--- config.mk ---
export PLATFORM = sky130hd
export DESIGN_NAME = ils_front
export DESIGN_NICKNAME = d
export VERILOG_FILES = /design/src/hw/rtl/ils_pkg.sv /design/src/hw/rtl/ils_front.sv
export SDC_FILE = /design/constraint.sdc
export NUM_CORES = 1
export LEC_CHECK = 0
export ABC_AREA = 1
export BUFFER_PORTS_ARGS = -buffer_cell sky130_fd_sc_hd__buf_2
export CORE_ASPECT_RATIO = 1.1
export CORE_MARGIN = 4
export CORE_UTILIZATION = 42
export DETAILED_ROUTE_END_ITERATION = 8
export PLACE_DENSITY_LB_ADDON = 0.1
export SETUP_SLACK_MARGIN = 0.2
export SLEW_MARGIN = 25
export SYNTH_ARGS = -nofsm -noshare
export SYNTH_HDL_FRONTEND = slang
export SYNTH_SLANG_ARGS = --single-unit
export TNS_END_PERCENT = 100
--- constraint.sdc ---
create_clock -name clk -period 2.2 [get_ports clk]
set_input_delay 0.33 -clock clk [delete_from_list [all_inputs] [get_ports clk]]
set_output_delay 0.33 -clock clk [all_outputs]
set_load 0.01 [all_outputs]
--- src/hw/rtl/ils_pkg.sv ---
package ils_pkg;

  // default sizes of the store
  localparam int DEPTH_DEFAULT      = 1024;
  localparam int DATA_WIDTH_DEFAULT = 32;

  // fixed field widths
  localparam int POS_W   = 10;
  localparam int CAP_W   = 11;
  localparam int COUNT_W = 11;
  localparam int VALUE_W = 32;

  localparam logic [CAP_W-1:0] CAP_RESET = 11'd1024;

  // depth of the queue between front and back
  localparam int QDEPTH = 2;

  typedef enum logic [2:0] {
    CMD_PUSH   = 3'd0,
    CMD_POP    = 3'd1,
    CMD_INSERT = 3'd2,
    CMD_ERASE  = 3'd3,
    CMD_FIND   = 3'd4
  } cmd_e;

  typedef enum logic [1:0] {
    ST_OK     = 2'd0,
    ST_FULL   = 2'd1,
    ST_EMPTY  = 2'd2,
    ST_BADPOS = 2'd3
  } status_e;

  // work the back end has to do for one command
  typedef enum logic [2:0] {
    OP_NONE,    // report only, count unchanged
    OP_POP,     // report only, count - 1
    OP_PUSH,    // write at old count
    OP_INSERT,  // shift up, then write at position
    OP_ERASE,   // move last entry into position
    OP_FIND     // linear scan
  } op_kind_e;

  typedef enum logic [2:0] {
    BS_IDLE,
    BS_WRITE,
    BS_SHIFT,
    BS_MOVE_RD,
    BS_MOVE_WR,
    BS_SCAN,
    BS_REPORT
  } back_state_e;

  typedef struct packed {
    logic [2:0]               cmd;
    logic [POS_W-1:0]         position;
    logic signed [VALUE_W-1:0] value;
  } ils_in_t;

  typedef struct packed {
    logic [1:0]         status;
    logic               found;
    logic [POS_W-1:0]   found_index;
    logic [COUNT_W-1:0] entry_count_out;
  } ils_out_t;

  // classification handed from front to back
  typedef struct packed {
    op_kind_e kind;
    status_e  status;
  } op_ctl_t;

endpackage

--- src/hw/rtl/ils_front.sv ---
module ils_front #(
  parameter int DEPTH = ils_pkg::DEPTH_DEFAULT
) (
  input  logic                         clk,
  input  logic                         rst,
  input  logic                         start,
  input  ils_pkg::ils_in_t             item,
  output logic                         busy,
  input  logic                         cfg_we,
  input  logic [ils_pkg::CAP_W-1:0]    cfg_wdata,
  input  logic                         q_full,
  output logic                         q_push,
  output ils_pkg::op_ctl_t             op_ctl,
  output ils_pkg::ils_in_t             op_item,
  output logic [$clog2(DEPTH+1)-1:0]   op_count
);

  localparam int CW = $clog2(DEPTH + 1);
  localparam int XW = (CW > ils_pkg::CAP_W) ? CW : ils_pkg::CAP_W;

  logic [ils_pkg::CAP_W-1:0] capacity_limit;
  logic [CW-1:0]             entry_count;
  logic [CW-1:0]             entry_count_next;

  logic [XW-1:0] pos_x;
  logic [XW-1:0] cnt_x;
  logic [XW-1:0] cap_x;
  logic          accept;

  assign busy   = q_full;
  assign accept = start && !busy;
  assign q_push = accept;

  // compare everything at one common width
  assign pos_x = XW'(item.position);
  assign cnt_x = XW'(entry_count);
  assign cap_x = (XW'(capacity_limit) > XW'(DEPTH)) ? XW'(DEPTH) : XW'(capacity_limit);

  // classify the beat against the count as it stands after all queued work
  always_comb begin
    op_ctl.kind      = ils_pkg::OP_NONE;
    op_ctl.status    = ils_pkg::ST_OK;
    entry_count_next = entry_count;
    unique case (item.cmd)
      ils_pkg::CMD_PUSH: begin
        if (cnt_x >= cap_x) begin
          op_ctl.status = ils_pkg::ST_FULL;
        end else begin
          op_ctl.kind      = ils_pkg::OP_PUSH;
          entry_count_next = entry_count + CW'(1);
        end
      end
      ils_pkg::CMD_POP: begin
        if (entry_count == '0) begin
          op_ctl.status = ils_pkg::ST_EMPTY;
        end else begin
          op_ctl.kind      = ils_pkg::OP_POP;
          entry_count_next = entry_count - CW'(1);
        end
      end
      ils_pkg::CMD_INSERT: begin
        if (pos_x > cnt_x) begin
          op_ctl.status = ils_pkg::ST_BADPOS;
        end else if (cnt_x >= cap_x) begin
          op_ctl.status = ils_pkg::ST_FULL;
        end else begin
          op_ctl.kind      = ils_pkg::OP_INSERT;
          entry_count_next = entry_count + CW'(1);
        end
      end
      ils_pkg::CMD_ERASE: begin
        if (entry_count == '0) begin
          op_ctl.status = ils_pkg::ST_EMPTY;
        end else if (pos_x >= cnt_x) begin
          op_ctl.status = ils_pkg::ST_BADPOS;
        end else begin
          op_ctl.kind      = ils_pkg::OP_ERASE;
          entry_count_next = entry_count - CW'(1);
        end
      end
      ils_pkg::CMD_FIND: begin
        op_ctl.kind = ils_pkg::OP_FIND;
      end
      default: begin
        op_ctl.kind = ils_pkg::OP_NONE;
      end
    endcase
  end

  assign op_item  = item;
  assign op_count = entry_count;

  // count and capacity registers
  always_ff @(posedge clk) begin
    if (rst) begin
      capacity_limit <= ils_pkg::CAP_RESET;
      entry_count    <= '0;
    end else begin
      if (cfg_we) begin
        capacity_limit <= cfg_wdata;
      end
      if (accept) begin
        entry_count <= entry_count_next;
      end
    end
  end

endmodule

==> run_summary.xml <==
<?xml version="1.0" encoding="UTF-8"?>
<metrics>
  <group name="logic_synthesis">
    <metric name="synth_seq_cells" unit="">22</metric>
    <metric name="synth_enable_flop_cells" unit="">0</metric>
    <metric name="syn_nets" unit="">466</metric>
    <metric name="ys_seq_area_frac" unit="">0.179</metric>
    <metric name="number_of_unique_standard_cell_types_used_by_synthesis" unit="">32</metric>
    <metric name="syn_area" unit="sq mm">0.00246</metric>
    <metric name="avgSynthCellArea" unit="sq um">6.58</metric>
    <metric name="async_reset_ff_frac" unit="">0</metric>
    <metric name="synth_warnings" unit="">0</metric>
    <metric name="synthCells" unit="">374</metric>
    <metric name="ys_dominant_reg_cell" unit="">dfxtp_1</metric>
  </group>
  <group name="clocking">
    <metric name="clock_insertion_delay_worst_skew" unit="ns">0.27</metric>
    <metric name="clk_root_buffer_cell" unit="">clkbuf_8</metric>
    <metric name="clock_tree.buffer_depth" unit="">2</metric>
    <metric name="clkTransAtPathRegs" unit="ns">0.09</metric>
    <metric name="clock-sinks" unit="">22</metric>
    <metric name="cts_tree" unit="">built</metric>
    <metric name="cts_max_level" unit="">1</metric>
    <metric name="cts_buffers" unit="">3</metric>
  </group>
  <group name="timing">
    <metric name="final.min_clock_period" unit="ns">2.78</metric>
    <metric name="final.setup_skew" unit="ns">0.00361</metric>
    <metric name="final-hold-violation-count" unit="">0</metric>
    <metric name="fin_tns_setup" unit="ns">-5.34</metric>
    <metric name="worst_slew_pin_slew" unit="ns">0.621</metric>
    <metric name="grt_setup_unrepaired" unit="">yes</metric>
    <metric name="maxSlewHeadroom" unit="">0.585</metric>
    <metric name="setup_violations" unit="">14</metric>
    <metric name="final_min_period_over_clock_period" unit="">1.27</metric>
    <metric name="hold_slack" unit="ns">0.269</metric>
    <metric name="timing.fmax" unit="MHz">359</metric>
    <metric name="setup_slack" unit="ns">-0.583</metric>
    <metric name="timing.final.max_slew_violations" unit="">0</metric>
  </group>
  <group name="global_route">
    <metric name="grt_pass1_vias" unit="">2338</metric>
    <metric name="initial_antenna_violation_count" unit="">0</metric>
    <metric name="grt_pass1_wl" unit="microns">10100</metric>
    <metric name="grt_use_met3" unit="">0.0244</metric>
    <metric name="use_met2" unit="">0.311</metric>
    <metric name="gr-usage-met1" unit="">0.222</metric>
    <metric name="grt_most_used_layer" unit="">met2</metric>
    <metric name="grt_max_degree" unit="">23</metric>
    <metric name="track_usage" unit="">0.175</metric>
    <metric name="grt_overflow" unit="">0</metric>
  </group>
  <group name="routing">
    <metric name="drt_first_iter_violations" unit="">57</metric>
    <metric name="drtPass1Iterations" unit="">4</metric>
    <metric name="routed_wirelength" unit="microns">6210</metric>
    <metric name="drcViolationCount" unit="">0</metric>
    <metric name="vias_per_cell" unit="">4.78</metric>
    <metric name="antenna_violating_nets_post_route" unit="">0</metric>
    <metric name="wire_length_per_cell" unit="microns">12.5</metric>
    <metric name="dr_total_vias" unit="">2372</metric>
  </group>
  <group name="die">
    <metric name="count_of_boundary_i_o_pins" unit="">124</metric>
    <metric name="floorplan.rows" unit="">28</metric>
    <metric name="initial_core_utilization" unit="">0.445</metric>
    <metric name="total_die_area" unit="sq mm">0.00715</metric>
    <metric name="die_w" unit="microns">81.0</metric>
    <metric name="core_area" unit="sq mm">0.00554</metric>
    <metric name="die_y" unit="microns">88.3</metric>
  </group>
  <group name="worst_setup_path">
    <metric name="timing.critical_path.max_delay_family" unit="">simple AND/OR/NAND/NOR gates</metric>
    <metric name="worst_ep_required_time" unit="ns">1.87</metric>
    <metric name="worstRegToRegCells" unit="">21</metric>
    <metric name="critPathMostFrequentCell" unit="">nand2_1</metric>
    <metric name="regToRegSetupSlack" unit="ns">-0.35</metric>
    <metric name="cp.depth" unit="">17</metric>
    <metric name="crit_chain" unit="">nor2_2 &gt; nand3_2 &gt; nor3_2 &gt; a21oi_2 &gt; inv_2 &gt; nand2_2 &gt; ha_4 &gt; nand2_4 &gt; nor2_4 &gt; nand2_1 &gt; nor2_1 &gt; nand2_1 &gt; nand3_4 &gt; a21oi_2 &gt; nand2_1 &gt; o41ai_2 &gt; buf_2</metric>
    <metric name="regToRegEndpoint" unit="">op_count[4]</metric>
    <metric name="critPathArrivalTime" unit="ns">2.45</metric>
    <metric name="critPathCaptureType" unit="">output port</metric>
    <metric name="cp_num_buf_inv" unit="">2</metric>
    <metric name="worst_path_cell_with_the_longest_stage_delay" unit="">dfxtp_2</metric>
    <metric name="critical_path.max_fanout" unit="">8</metric>
    <metric name="start_kind" unit="">flop</metric>
    <metric name="worstReg2RegStart" unit="">capacity_limit[4]</metric>
    <metric name="timing.critical_path.slowest_cell_delay" unit="ns">0.33</metric>
    <metric name="setup.worst_path.end" unit="">op_ctl[3]</metric>
    <metric name="worst_setup_path_startpoint" unit="">capacity_limit[4]</metric>
    <metric name="setup.worst_path.class" unit="">reg -&gt; out</metric>
  </group>
  <group name="pwr">
    <metric name="power.static_leakage" unit="nW">1.62</metric>
    <metric name="powerDensity" unit="mW/mm^2">476</metric>
    <metric name="ir_worst_vdd" unit="mV">0.367</metric>
  </group>
  <group name="finish">
    <metric name="post_synthesis_to_final_layout_area_growth" unit="%">28.5</metric>
    <metric name="layout.cells.most_common_list" unit="">63 x nand2_1, 57 x buf_2, 44 x nor2_1</metric>
    <metric name="finalNetCount" unit="">514</metric>
    <metric name="fill_cell_total_of_the_finished_layout" unit="">562</metric>
    <metric name="layout-drive-gt1-share" unit="">0.423</metric>
    <metric name="layout_commonest_cell" unit="">nand2_1</metric>
    <metric name="antenna_cells_inserted" unit="">0</metric>
  </group>
  <group name="placement">
    <metric name="hpwl" unit="microns">4830</metric>
    <metric name="placement.io_buffers" unit="">59</metric>
    <metric name="place.gp.congestion" unit="">0.814</metric>
  </group>
  <group name="run">
    <metric name="max-cap-violations" unit="">0</metric>
  </group>
  <group name="worst_hold_path">
    <metric name="holdCritPathClass" unit="">in -&gt; reg</metric>
  </group>
  <group name="status">
    <metric name="status" unit="">complete, but fails checks</metric>
    <metric name="failed_checks" unit="">setup timing</metric>
  </group>
</metrics>
## worst register-to-register path: stages (launching register included)
cell and delay [ns]:
dfxtp_2 0.33, nor2_2 0.11, nand3_2 0.09, nor3_2 0.19, a21oi_2 0.08, inv_2 0.13
nand2_2 0.09, ha_4 0.28, nand2_4 0.05, nor2_4 0.11, nand2_1 0.07, nor2_1 0.11
nand2_1 0.09, nand3_4 0.11, buf_4 0.12, nand2_2 0.04, nand2_2 0.08, nor2_4 0.04
buf_12 0.15, nand2_1 0.07, nand2_1 0.04, nor2_1 0.10
## cells by family (layout without fill, tap and decap cells)
logic type	count (synthesis)	in the layout	synth area share
AOI/OAI and AO/OA	42	42	0.0925
xor gates and xnor gates	8	8	0.0285
adders and majority gates	31	31	0.161
buffers and inverters	98	145	0.227
DFF	22	22	0.179
and+or+nand+nor	173	173	0.313
## power by group
group	internal, mW	total (mW)	leakage [nW]	switching, mW
Combinational	0.304	0.662	1.40	0.357
Sequential	0.425	0.455	0.187	0.0300
Clock	0.243	0.389	0.0357	0.146
## cell type report
| type | count | area (sq um) | area share |
|---|---|---|---|
| well taps | 75 | 93.8 | 0.0297 |
| clock inverters | 1 | 30.0 | 0.00949 |
| multi-input cells | 254 | 1750 | 0.555 |
| clock buffers | 3 | 41.3 | 0.0131 |
| repair buffers | 95 | 594 | 0.188 |
| inverters | 46 | 178 | 0.0562 |
| flip-flops and latches | 22 | 472 | 0.149 |
## layer usage
metal  share of wire  vias up  routed length (microns)
li1                -     1248                        -
met1            0.45     1061                     2770
met2            0.49       48                     3040
met3           0.045       15                      278
met4           0.019        0                      119
met5               0        -                        0
## flip-flops by register name, summed over array words and instances, names as in the netlist
signal	cells
op_count	11
capacity_limit	11
## how the worst min path moves through the flow
stage                            from                 end  slack [ns]  cells after the start
finish                            rst  capacity_limit[10]        0.27                      3
global route                      rst  capacity_limit[10]        0.29                      3
floorplan                         rst  capacity_limit[10]        0.43                      2
detailed placement  capacity_limit[0]   capacity_limit[0]        0.47                      2
global placement    capacity_limit[2]   capacity_limit[2]        0.47                      2
CTS                               rst  capacity_limit[10]        0.27                      3
## cell usage after synthesis, types with 3 or more instances
master   count  area, sq um
buf_4       47          353
inv_1       43          161
nand4_1      5         31.3
xor2_1       6         52.6
nand2_1     76          285
dfxtp_1     22          440
o21ai_0     16         80.1
nand3_2      4         40.0
a21oi_1     19         95.1
ha_1        30          375
nand3_1     20          100
nor3_1       5         25.0
nor2_1      49          184
nand2_2      8         50.1
inv_2        3         11.3
## per-stage QoR
step                      instance area (sq um)  power (mW)  worst slack (ns)   util  cells
after detailed placement                   2690       0.987            -0.237  0.485    482
after CTS                                  3020        1.44            -0.515  0.545    494
final                                      3160        1.51            -0.583  0.571    496
after global placement                     2690       0.980            -0.188  0.485    482
after global routing                       3160        1.62            -0.785  0.571    496
after floorplan                            2470       0.879            0.0904      -    374
## repair_timing
action,CTS,global route
gates cloned,0,0
hold buffers,0,0
pin swaps,14,20
gates resized for setup,52,27
setup endpoints to repair,16,16
setup buffers,8,2
(Power assumes the default switching activity.)
