## src/hw/rtl/ils_pkg.sv

```systemverilog
package ils_pkg;

  // default sizes of the store
  localparam int DEPTH_DEFAULT      = 1024;
  localparam int DATA_WIDTH_DEFAULT = 32;

  // fixed field widths
  localparam int POS_W   = 10;
  localparam int CAP_W   = 11;
  localparam int COUNT_W = 11;
  localparam int VALUE_W = 32;

  localparam logic [CAP_W-1:0] CAP_RESET = 11'd1024;

  // depth of the queue between front and back
  localparam int QDEPTH = 2;

  typedef enum logic [2:0] {
    CMD_PUSH   = 3'd0,
    CMD_POP    = 3'd1,
    CMD_INSERT = 3'd2,
    CMD_ERASE  = 3'd3,
    CMD_FIND   = 3'd4
  } cmd_e;

  typedef enum logic [1:0] {
    ST_OK     = 2'd0,
    ST_FULL   = 2'd1,
    ST_EMPTY  = 2'd2,
    ST_BADPOS = 2'd3
  } status_e;

  // work the back end has to do for one command
  typedef enum logic [2:0] {
    OP_NONE,    // report only, count unchanged
    OP_POP,     // report only, count - 1
    OP_PUSH,    // write at old count
    OP_INSERT,  // shift up, then write at position
    OP_ERASE,   // move last entry into position
    OP_FIND     // linear scan
  } op_kind_e;

  typedef enum logic [2:0] {
    BS_IDLE,
    BS_WRITE,
    BS_SHIFT,
    BS_MOVE_RD,
    BS_MOVE_WR,
    BS_SCAN,
    BS_REPORT
  } back_state_e;

  typedef struct packed {
    logic [2:0]               cmd;
    logic [POS_W-1:0]         position;
    logic signed [VALUE_W-1:0] value;
  } ils_in_t;

  typedef struct packed {
    logic [1:0]         status;
    logic               found;
    logic [POS_W-1:0]   found_index;
    logic [COUNT_W-1:0] entry_count_out;
  } ils_out_t;

  // classification handed from front to back
  typedef struct packed {
    op_kind_e kind;
    status_e  status;
  } op_ctl_t;

endpackage

```

## src/hw/rtl/ils_queue.sv

```systemverilog
module ils_queue #(
  parameter int WIDTH = 8
) (
  input  logic             clk,
  input  logic             rst,
  input  logic             push,
  input  logic [WIDTH-1:0] wdata,
  input  logic             pop,
  output logic [WIDTH-1:0] rdata,
  output logic             full,
  output logic             empty
);

  localparam int PW = $clog2(ils_pkg::QDEPTH);
  localparam int NW = $clog2(ils_pkg::QDEPTH + 1);

  logic [WIDTH-1:0] entries [ils_pkg::QDEPTH];
  logic [PW-1:0]    wr_ptr;
  logic [PW-1:0]    rd_ptr;
  logic [NW-1:0]    fill;

  assign full  = (fill == NW'(ils_pkg::QDEPTH));
  assign empty = (fill == '0);
  assign rdata = entries[rd_ptr];

  // storage
  always_ff @(posedge clk) begin
    if (push && !full) begin
      entries[wr_ptr] <= wdata;
    end
  end

  // pointers and fill level
  always_ff @(posedge clk) begin
    if (rst) begin
      wr_ptr <= '0;
      rd_ptr <= '0;
      fill   <= '0;
    end else begin
      if (push && !full) begin
        wr_ptr <= (wr_ptr == PW'(ils_pkg::QDEPTH - 1)) ? '0 : wr_ptr + PW'(1);
      end
      if (pop && !empty) begin
        rd_ptr <= (rd_ptr == PW'(ils_pkg::QDEPTH - 1)) ? '0 : rd_ptr + PW'(1);
      end
      fill <= fill + NW'(push && !full) - NW'(pop && !empty);
    end
  end

endmodule

```

## config.mk

```make
export PLATFORM = sky130hd
export DESIGN_NAME = ils_queue
export DESIGN_NICKNAME = d
export VERILOG_FILES = /design/src/hw/rtl/ils_pkg.sv /design/src/hw/rtl/ils_queue.sv
export SDC_FILE = /design/constraint.sdc
export NUM_CORES = 1
export LEC_CHECK = 0
export BUFFER_PORTS_ARGS = -buffer_cell sky130_fd_sc_hd__buf_2
export CAP_MARGIN = 0
export CORE_UTILIZATION = 52
export CTS_BUF_LIST = sky130_fd_sc_hd__clkbuf_4 sky130_fd_sc_hd__clkbuf_8 sky130_fd_sc_hd__clkbuf_16
export DETAILED_ROUTE_END_ITERATION = 8
export PLACE_DENSITY = 0.86
export SYNTH_ARGS = -nofsm -noshare
export SYNTH_HDL_FRONTEND = slang
export SYNTH_SLANG_ARGS = --single-unit
```

## constraint.sdc

```tcl
create_clock -name clk -period 3.2 [get_ports clk]
set_clock_uncertainty 0.15 [all_clocks]
set_input_delay 0.16 -clock clk [delete_from_list [all_inputs] [get_ports clk]]
set_output_delay 0.16 -clock clk [all_outputs]
set_load 0.02 [all_outputs]
```

==> run_results.csv, run 1 <==
group,metric,value,unit
yosys,synth.area.mux_share,0.111,
placed_design,dp_cells,87,
placed_design,portBuffers,21,
grt,grt_pass1_wl,1.95,mm
cells_and_area,register_area,581,sq um
cells_and_area,drive_above_1_share,0.376,
worst_setup_path,r2r-end,"fill[1]",
floorplan,initial_core_util,0.586,
sta,setup_viol,0,
floorplan,ios,22,
grt,antenna_found_initial,0,
grt,track_usage,0.153,
worst_setup_path,cp-end-kind,"flop",
cts,clock_path_buffers,2,
routing,drc,0,
cells_and_area,fin_nets,100,
power,cellLeakagePower,0.444,nW
placed_design,routabilityCongestion,0.684,
sta,finalCriticalPeriod,1710,ps
yosys,synthAdderAreaFrac,0.0309,
sta,clock.fmax,0.584,GHz
sta,max_slew_margin,0.773,
worst_setup_path,cp.arrival,1790,ps
yosys,synth-compound-area-share,0.0231,
yosys,syn-num-nets,66,
yosys,syn-instance-count,52,
cts,insertion_delay,290,ps
floorplan,dieHeight,41.5,um
cells_and_area,fin_util,0.759,
sta,post-route-period-util,0.535,
worst_setup_path,crit_type,"reg -> reg",
worst_setup_path,timing.reg2reg.setup_slack,1490,ps
sta,fin_setup_tns,0,ps
worst_setup_path,cp_max_fo,4,
grt,grt_overflow_total,0,
yosys,synthesis.area,811,sq um
cts,clock_sink_count,21,
routing,dr.pass1.iters,4,
worst_setup_path,r2r_cells,8,
sta,slew_viol_final,0,
power,cellPowerDensity,748,nW/um^2
hold_path,hold_path_depth,4,
routing,vias,497,
sta,finalHoldViolCount,0,
cts,cts_buffers,3,
cts,clkTransAtPathRegs,110,ps
power,peakVddDrop,438,uV
routing,ant_nets,0,
worst_setup_path,path_common_cell,"ha_1",
yosys,seq_area_frac_synth,0.716,
yosys,yosys_warnings,0,
yosys,ys_ff_latch,21,
flow_run,drv_cap,0,
yosys,synth_simple_gate_area_frac,0.0725,
placed_design,dp_hpwl,811,um
hold_path,hold_end,"wr_ptr",
cells_and_area,nFillCells,89,
cts,h-tree-depth,1,
worst_setup_path,r2r_start,"fill[0]",
worst_setup_path,slowest_stage,"dfxtp_1",
cts,post_cts_resized,0,
placed_design,postPlaceCellArea,930,sq um
cells_and_area,multi_input_area,210,sq um
cells_and_area,final_area,1050,sq um
worst_setup_path,crit_chain,"nand2b_2 > nand2_1 > ha_1 > inv_1 > ha_1 > xor2_1 > and2_1 > nor3_1",
floorplan,dieArea,1720,sq um
yosys,synthXorXnorAreaFrac,0.0216,
cells_and_area,flow.area_growth_from_synthesis,29.5,%
routing,drt_iter0_drc,7,
grt,grt_max_degree,12,
worst_setup_path,cp_slowest_stage_delay,390,ps
yosys,synth_top_family_by_area,"multiplexers",
routing,wire_per_inst,11.7,um
grt,grt_pass1_vias,483,
sta,worst_pin_slew,340,ps
routing,viasPerCell,4.97,
yosys,avgSynthCellArea,15.6,sq um
floorplan,die_x,41.5,um
floorplan,row_count,13,
cts,tritoncts,"yes",
run_status,status,"complete, no violations",
cells_and_area,instances_no_fill,100,
worst_setup_path,worst_setup_path_start_kind,"flop",
sta,hold_ws,93.7,ps
yosys,synth_cell_types,21,
cells_and_area,antenna_cells,0,
floorplan,core,1380,sq um
hold_path,hp-start,"push",
routing,wl,1.17,mm
sta,rsz0062_at_grt,"no",
cts,clockRootBuffer,"clkbuf_4",
hold_path,hold_class,"in -> reg",
worst_setup_path,crit_required,3280,ps
==> routing by layer <==
| metal | GRT usage | up-vias | part of all wire |
|---|---|---|---|
| met2 | 0.269 | 15 | 0.49 |
| met1 | 0.168 | 230 | 0.45 |
| met5 | 0 | - | 0 |
| met3 | 0.0391 | 4 | 0.047 |
| li1 | - | 248 | - |
| met4 | 0.0774 | 0 | 0.015 |
==> power breakdown <==
group	internal, mW	total, mW	switching, mW
sequential	0.352	0.388	0.0354
combinational	0.117	0.266	0.148
clock	0.0570	0.132	0.0746
==> timing repair <==
action / in CTS / in global routing
buffers inserted: 0 / 0
hold buffers: 9 / 0
hold endpoints to repair: 21 / 0
==> cells in the mapped netlist (all sizes together) <==
| master | count | share of area |
|---|---|---|
| o21ai | 1 | 0.0062 |
| xnor2 | 1 | 0.011 |
| mux2 | 8 | 0.11 |
| nor2 | 4 | 0.019 |
| nand2b | 1 | 0.011 |
| ha | 2 | 0.031 |
| edfxtp | 16 | 0.59 |
| a21oi | 1 | 0.0062 |
| buf | 1 | 0.0062 |
| nor3 | 1 | 0.0062 |
| nor2b | 1 | 0.0077 |
| dfxtp | 5 | 0.12 |
| inv | 4 | 0.019 |
| and2 | 1 | 0.0077 |
| and3 | 1 | 0.0093 |
| nand2 | 1 | 0.0046 |
| xor2 | 1 | 0.011 |
| o21a | 1 | 0.011 |
| or3 | 1 | 0.0077 |
==> kinds of logic (layout without fill, tap and decap cells) <==
kind of cell               Yosys count  in the layout
AOI/OAI and AO/OA                    3              3
xor gates and xnor gates             2              2
adders and majority gates            2              2
buffers and inverters                5             38
DFF                                 21             21
muxes                                8              8
and+or+nand+nor                     11             11
==> stage by stage <==
stage / setup WS, ps / total power, mW
global route: 1350 / 0.836
global placement: 1540 / 0.646
CTS: 1470 / 0.790
floorplan: 1570 / 0.579
finish: 1490 / 0.785
detailed placement: 1500 / 0.657
==> flip-flops by register name, summed over array words and instances (netlist names), named ones only <==
signal and count:
fill 2, wr_ptr 1, rd_ptr 1, entries 16
==> layout by cell type, fill, tap and decap left out <==
| master | n |
|---|---|
| and2_1 | 1 |
| inv_1 | 3 |
| clkbuf_4 | 4 |
| and3_2 | 1 |
| inv_2 | 1 |
| or3_1 | 1 |
| mux2_2 | 3 |
| nor2_1 | 4 |
| dlygate4sd3_1 | 9 |
| xnor2_1 | 1 |
| mux2_1 | 5 |
| edfxtp_1 | 16 |
| nor3_1 | 1 |
| ha_1 | 2 |
| nand2_1 | 1 |
| dfxtp_1 | 5 |
| xor2_1 | 1 |
| a21oi_1 | 1 |
| o21ai_0 | 1 |
| buf_2 | 21 |
| nor2b_1 | 1 |
| o21a_2 | 1 |
| nand2b_2 | 1 |
==> how the worst max path moves through the flow <==
stage          startpoint       to  slack (ps)  cells after the start
2_1_floorplan     fill[1]  fill[1]        1570                      7
3_3_place_gp      fill[0]  fill[1]        1540                      8
3_5_place_dp      fill[0]  fill[1]        1500                      8
4_1_cts           fill[0]  fill[1]        1470                      8
5_1_grt           fill[0]  fill[1]        1350                      8
6_report          fill[0]  fill[1]        1490                      8
==> layout make-up <==
type                            instances  share of cell area
Clock buffer                            4              0.0286
Inverter                                4              0.0143
Multi-Input combinational cell         26               0.200
Sequential cell                        21               0.553
Tap cell                               15              0.0179
Timing Repair Buffer                   30               0.186
==> worst max-delay path: cells and delay by family (launching register included) <==
family                     cells  cell delay, ps
DFF                            1             390
buffers and inverters          1              40
adders and majority gates      2             440
xor gates and xnor gates       1             140
and+or+nand+nor                4             490
No activity file was read; power rests on OpenSTA's default activity.
==> inputs of run 2 (changes only) <==
Settings changed: CORE_UTILIZATION 52 to 44, PLACE_DENSITY 0.86 to 0.78.
Clock period 3.2 ns to 1.52 ns, I/O delays scaled along.
==> run 2 against run 1 <==
The flow now finishes with violations (negative setup slack). Non-clock buffer count is 7 higher. Clock power is 95% higher. Register-to-register slack worse by 1600 ps. Sequential share of layout area is 6.0 points lower. Via count is 7.4% higher. Largest cell class unchanged. Largest power group unchanged.
==> run_results.csv, run 2 (synthesis gave the netlist of run 1 again) <==
group,metric,value,unit
run_status,status,"finished, violations left",
run_status,violations,"negative setup slack",
placed_design,dp_hpwl,967,um
sta,worst_pin_slew,209,ps
worst_setup_path,slowest_stage,"dfxtp_4",
routing,viasPerCell,4.56,
cells_and_area,final_common_cell,"buf_2",
grt,track_usage,0.171,
routing,ant_nets,0,
cts,clock_path_buffers,2,
routing,wire_per_inst,12.7,um
routing,wl,1.49,mm
power,cellLeakagePower,0.487,nW
grt,grt_max_degree,13,
floorplan,core,1730,sq um
sta,max_slew_margin,0.859,
worst_setup_path,worst_setup_path_start_kind,"flop",
cts,insertion_delay,300,ps
cells_and_area,largest_reg_flops,16,
placed_design,routabilityCongestion,0.612,
cells_and_area,top_register,"entries",
grt,antenna_found_initial,0,
floorplan,ios,22,
cells_and_area,fin_nets,107,
cts,tritoncts,"yes",
sta,slew_viol_final,0,
sta,setup_viol,9,
placed_design,dp_cells,103,
cells_and_area,instances_no_fill,117,
worst_setup_path,crit_type,"reg -> reg",
sta,finalCriticalPeriod,1650,ps
cells_and_area,final_cell_mix,"21 x buf_2, 16 x edfxtp_1, 10 x dlygate4sd3_1",
cts,h-tree-depth,1,
power,cellPowerDensity,1590,nW/um^2
worst_setup_path,crit_required,1600,ps
cts,post_cts.repair.setup_buffers,0,
sta,post-route-period-util,1.09,
worst_setup_path,path_common_cell,"ha_4",
floorplan,dieHeight,44.9,um
cells_and_area,antenna_cells,0,
routing,drt_iter0_drc,3,
worst_setup_path,cp-end-kind,"flop",
sta,layout_setup_ws,-131,ps
placed_design,portBuffers,21,
floorplan,die_x,44.9,um
floorplan,initial_core_util,0.470,
sta,clock.fmax,0.606,GHz
sta,fin_setup_tns,-420,ps
cells_and_area,multi_input_area,264,sq um
cts,clkTransAtPathRegs,120,ps
worst_setup_path,cp.arrival,1730,ps
power,peakVddDrop,1220,uV
grt,grt_overflow_total,0,
grt,grt_pass1_vias,552,
sta,finalHoldViolCount,0,
cells_and_area,register_area,589,sq um
cts,cts_buffers,3,
hold_path,hold_class,"in -> reg",
worst_setup_path,cp_max_fo,3,
routing,drc,0,
floorplan,row_count,15,
worst_setup_path,cp_slowest_stage_delay,380,ps
cells_and_area,nFillCells,143,
cells_and_area,reg.largest.list,"entries (16), fill (2)",
worst_setup_path,crit_chain,"o21a_4 > ha_4 > inv_2 > ha_4 > xor2_2 > and2_1 > nor3_1",
worst_setup_path,cp_top_family,"adder cells",
cells_and_area,flow.area_growth_from_synthesis,47.5,%
flow_run,drv_cap,0,
worst_setup_path,cp_num_buf_inv,1,
routing,dr.pass1.iters,2,
floorplan,dieArea,2020,sq um
sta,rsz0062_at_grt,"yes",
cells_and_area,drive_above_1_share,0.533,
grt,grt_pass1_wl,2.29,mm
routing,vias,534,
cts,clock_sink_count,21,
cts,clockRootBuffer,"clkbuf_4",
==> run 2: cell types whose count changed in the layout (fill, tap and decap cells not counted), sizes merged <==
cell         before  now
buf              21   27
clkbuf            4    3
clkinv            0    1
dlygate4sd3       9   10
==> run 2: layer usage <==
metal,vias up,track usage,share of wire
met1,251,0.178,0.40
li1,265,-,-
met2,16,0.307,0.55
met3,2,0.0480,0.040
met5,-,0,0
met4,0,0.0909,0.0094
==> run 2: repair_timing <==
action / in CTS / in global routing
hold endpoints to repair: 21 / 0
gates resized for setup: 5 / 11
setup endpoints to repair: 17 / 11
hold buffers: 10 / 0
==> run 2: path summary, 6_finish.rpt <==
path	end	from	slack [ps]	cells past startpoint
max	fill[1]	fill[1]	-130	7
min	rd_ptr	pop	140	5
max reg2reg	fill[1]	fill[1]	-130	7
min reg2reg	wr_ptr	wr_ptr	360	2
==> run 2: final cells by class <==
class | instances | area share
inverters | 4 | 0.0146
flip-flops and latches | 21 | 0.493
multi-input cells | 26 | 0.221
clock inverters | 1 | 0.00418
clock buffers | 3 | 0.0188
repair buffers | 37 | 0.223
well taps | 25 | 0.0262
==> run 2: where the power goes <==
part / internal, mW / switching, mW
clock network: 0.0979 / 0.159
logic: 0.414 / 0.390
registers: 0.759 / 0.0803
==> run 2: per-stage QoR <==
step / util / setup slack [ps] / cell area (sq um) / hold slack [ps] / power (mW)
6_report: 0.693 / -131 / 1200 / 144 / 1.90
4_1_cts: 0.661 / -146 / 1140 / 103 / 1.80
2_1_floorplan: - / -90.3 / 813 / -9.80 / 1.22
5_1_grt: 0.693 / -177 / 1200 / 169 / 2.03
3_5_place_dp: 0.580 / -142 / 1000 / 118 / 1.50
3_3_place_gp: 0.580 / -84.9 / 1000 / 115 / 1.47
==> run 2: tightest hold or removal path, delay by kind of cell <==
kind | cells | cell delay, ps
buffers and inverters | 2 | 190
AOI/OAI and AO/OA | 1 | 130
xor gates and xnor gates | 1 | 70
and+or+nand+nor | 1 | 90
==> inputs of run 3 (changes only) <==
Settings changed: CORE_MARGIN from default to 2.
==> run 3 against run 2 <==
Final area is 1.8% lower. Register-to-register slack hardly changed. Critical path type unchanged. Cell count is 0.85% lower. The flow still finishes with violations (negative setup slack). Highest routed layer unchanged. Die area is 9.1% higher. Largest power group unchanged. Sequential cell count stayed put.
==> run_results.csv, run 3 (synthesis gave the netlist of run 1 again) <==
group,metric,value,unit
run_status,status,"finished, violations left",
run_status,violations,"negative setup slack",
sta,worst_pin_slew,205,ps
grt,grt_pass1_vias,535,
worst_setup_path,cp-end-kind,"flop",
cts,clock_sink_count,21,
grt,grt_max_degree,13,
routing,wire_per_inst,11.5,um
cts,tritoncts,"yes",
sta,post-route-period-util,1.09,
power,peakVddDrop,1120,uV
cts,cts_buffers,3,
grt,grt_overflow_total,0,
cts,clkTransAtPathRegs,110,ps
worst_setup_path,worst_setup_path_start_kind,"flop",
floorplan,die_x,46.9,um
cells_and_area,largest_reg_flops,16,
floorplan,dieHeight,46.9,um
hold_path,hp-start,"push",
worst_setup_path,slowest_stage,"dfxtp_4",
sta,rsz0062_at_grt,"yes",
sta,slew_viol_final,0,
power,cellLeakagePower,0.480,nW
cts,clockRootBuffer,"clkbuf_4",
sta,setup_viol,9,
routing,dr.pass1.iters,4,
floorplan,dieArea,2200,sq um
placed_design,place_ws,-163,ps
worst_setup_path,crit_chain,"o21a_4 > ha_4 > inv_2 > ha_4 > xor2_1 > and2_1 > nor3_2",
routing,viasPerCell,4.49,
placed_design,portBuffers,21,
hold_path,hold_end,"wr_ptr",
floorplan,row_count,15,
grt,track_usage,0.142,
worst_setup_path,crit_type,"reg -> reg",
cells_and_area,top_register,"entries",
cells_and_area,drive_above_1_share,0.527,
worst_setup_path,cp_max_fo,3,
sta,hold_ws,10.7,ps
sta,clock.fmax,0.605,GHz
power,power,1.87,mW
cells_and_area,final_common_cell,"buf_2",
hold_path,hold_path_depth,4,
worst_setup_path,r2r_cells,7,
floorplan,initial_core_util,0.470,
sta,fin_setup_tns,-552,ps
grt,antenna_found_initial,0,
cells_and_area,reg.largest.list,"entries (16), fill (2)",
cells_and_area,final_cell_mix,"21 x buf_2, 16 x edfxtp_1, 9 x dlygate4sd3_1",
cells_and_area,flow.area_growth_from_synthesis,44.9,%
power,cellPowerDensity,1590,nW/um^2
cts,insertion_delay,300,ps
cts,clock_path_buffers,2,
sta,layout_setup_ws,-133,ps
placed_design,routabilityCongestion,0.655,
sta,finalCriticalPeriod,1650,ps
worst_setup_path,cp_num_buf_inv,1,
placed_design,dp_hpwl,872,um
cts,h-tree-depth,1,
cells_and_area,nFillCells,131,
floorplan,core,1730,sq um
worst_setup_path,r2r-end,"fill[1]",
floorplan,ios,22,
routing,ant_nets,0,
worst_setup_path,path_common_cell,"ha_4",
routing,vias,521,
sta,max_slew_margin,0.864,
routing,drc,0,
flow_run,drv_cap,0,
sta,finalHoldViolCount,0,
routing,drt_iter0_drc,3,
cells_and_area,antenna_cells,0,
worst_setup_path,crit_required,1600,ps
worst_setup_path,cp_top_family,"adder cells",
hold_path,hold_class,"in -> reg",
cells_and_area,instances_no_fill,116,
grt,grt_pass1_wl,2.02,mm
worst_setup_path,r2r_start,"fill[1]",
worst_setup_path,timing.reg2reg.setup_slack,-130,ps
worst_setup_path,cp_slowest_stage_delay,380,ps
worst_setup_path,cp.arrival,1730,ps
routing,wl,1.34,mm
cells_and_area,fin_nets,106,
placed_design,dp_cells,101,
==> run 3: area by class of cell <==
class,count,area [sq um],area share
clock buffer,3,22.5,0.0192
clock inverter,1,5.00,0.00426
inverter,4,15.0,0.0128
multi-input combinational,26,259,0.220
sequential,21,589,0.502
tap,25,31.3,0.0266
timing repair buffer,36,253,0.215
==> run 3: routing by layer <==
| layer | share of wire | routed length, um | up-vias | GRT usage |
|---|---|---|---|---|
| met5 | 0 | 0 | - | 0 |
| li1 | - | - | 263 | - |
| met3 | 0.046 | 62 | 4 | 0.0346 |
| met4 | 0.023 | 31 | 0 | 0.100 |
| met1 | 0.40 | 540 | 235 | 0.130 |
| met2 | 0.53 | 704 | 19 | 0.268 |
==> run 3: worst max path at each step <==
stage | startpoint | end | slack (ps) | cells past startpoint
after global placement | fill[0] | fill[1] | -90 | 7
after CTS | fill[0] | fill[1] | -150 | 7
after detailed placement | fill[1] | fill[1] | -160 | 7
after floorplan | fill[0] | fill[1] | -90 | 7
final | fill[1] | fill[1] | -130 | 7
after global routing | fill[1] | fill[1] | -200 | 7
==> run 3: power by group <==
group / leakage, nW / internal [mW] / switching [mW] / total, mW
clock: 0.0177 / 0.0981 / 0.164 / 0.262
combinational: 0.270 / 0.392 / 0.381 / 0.773
sequential: 0.192 / 0.758 / 0.0787 / 0.837
==> run 3: what timing repair did <==
action | 4_1_cts | 5_1_grt
pin swaps | 0 | 1
gates resized for setup | 2 | 10
hold endpoints to repair | 21 | 5
setup endpoints to repair | 9 | 17
setup buffers | 1 | 1
hold buffers | 8 | 1
==> run 3: worst register-to-register path, delay by kind of cell, from the launching register on <==
| kind | cells | cell delay (ps) |
|---|---|---|
| flops | 1 | 380 |
| xor+xnor | 1 | 160 |
| simple gates | 2 | 260 |
| compound gates | 1 | 210 |
| fa+ha+maj | 2 | 400 |
| buf+inv | 1 | 30 |
==> run 3: stage by stage <==
stage,utilization,instance area [sq um]
2_1_floorplan,-,813
3_3_place_gp,0.572,987
3_5_place_dp,0.572,987
4_1_cts,0.642,1110
5_1_grt,0.680,1170
6_report,0.680,1170
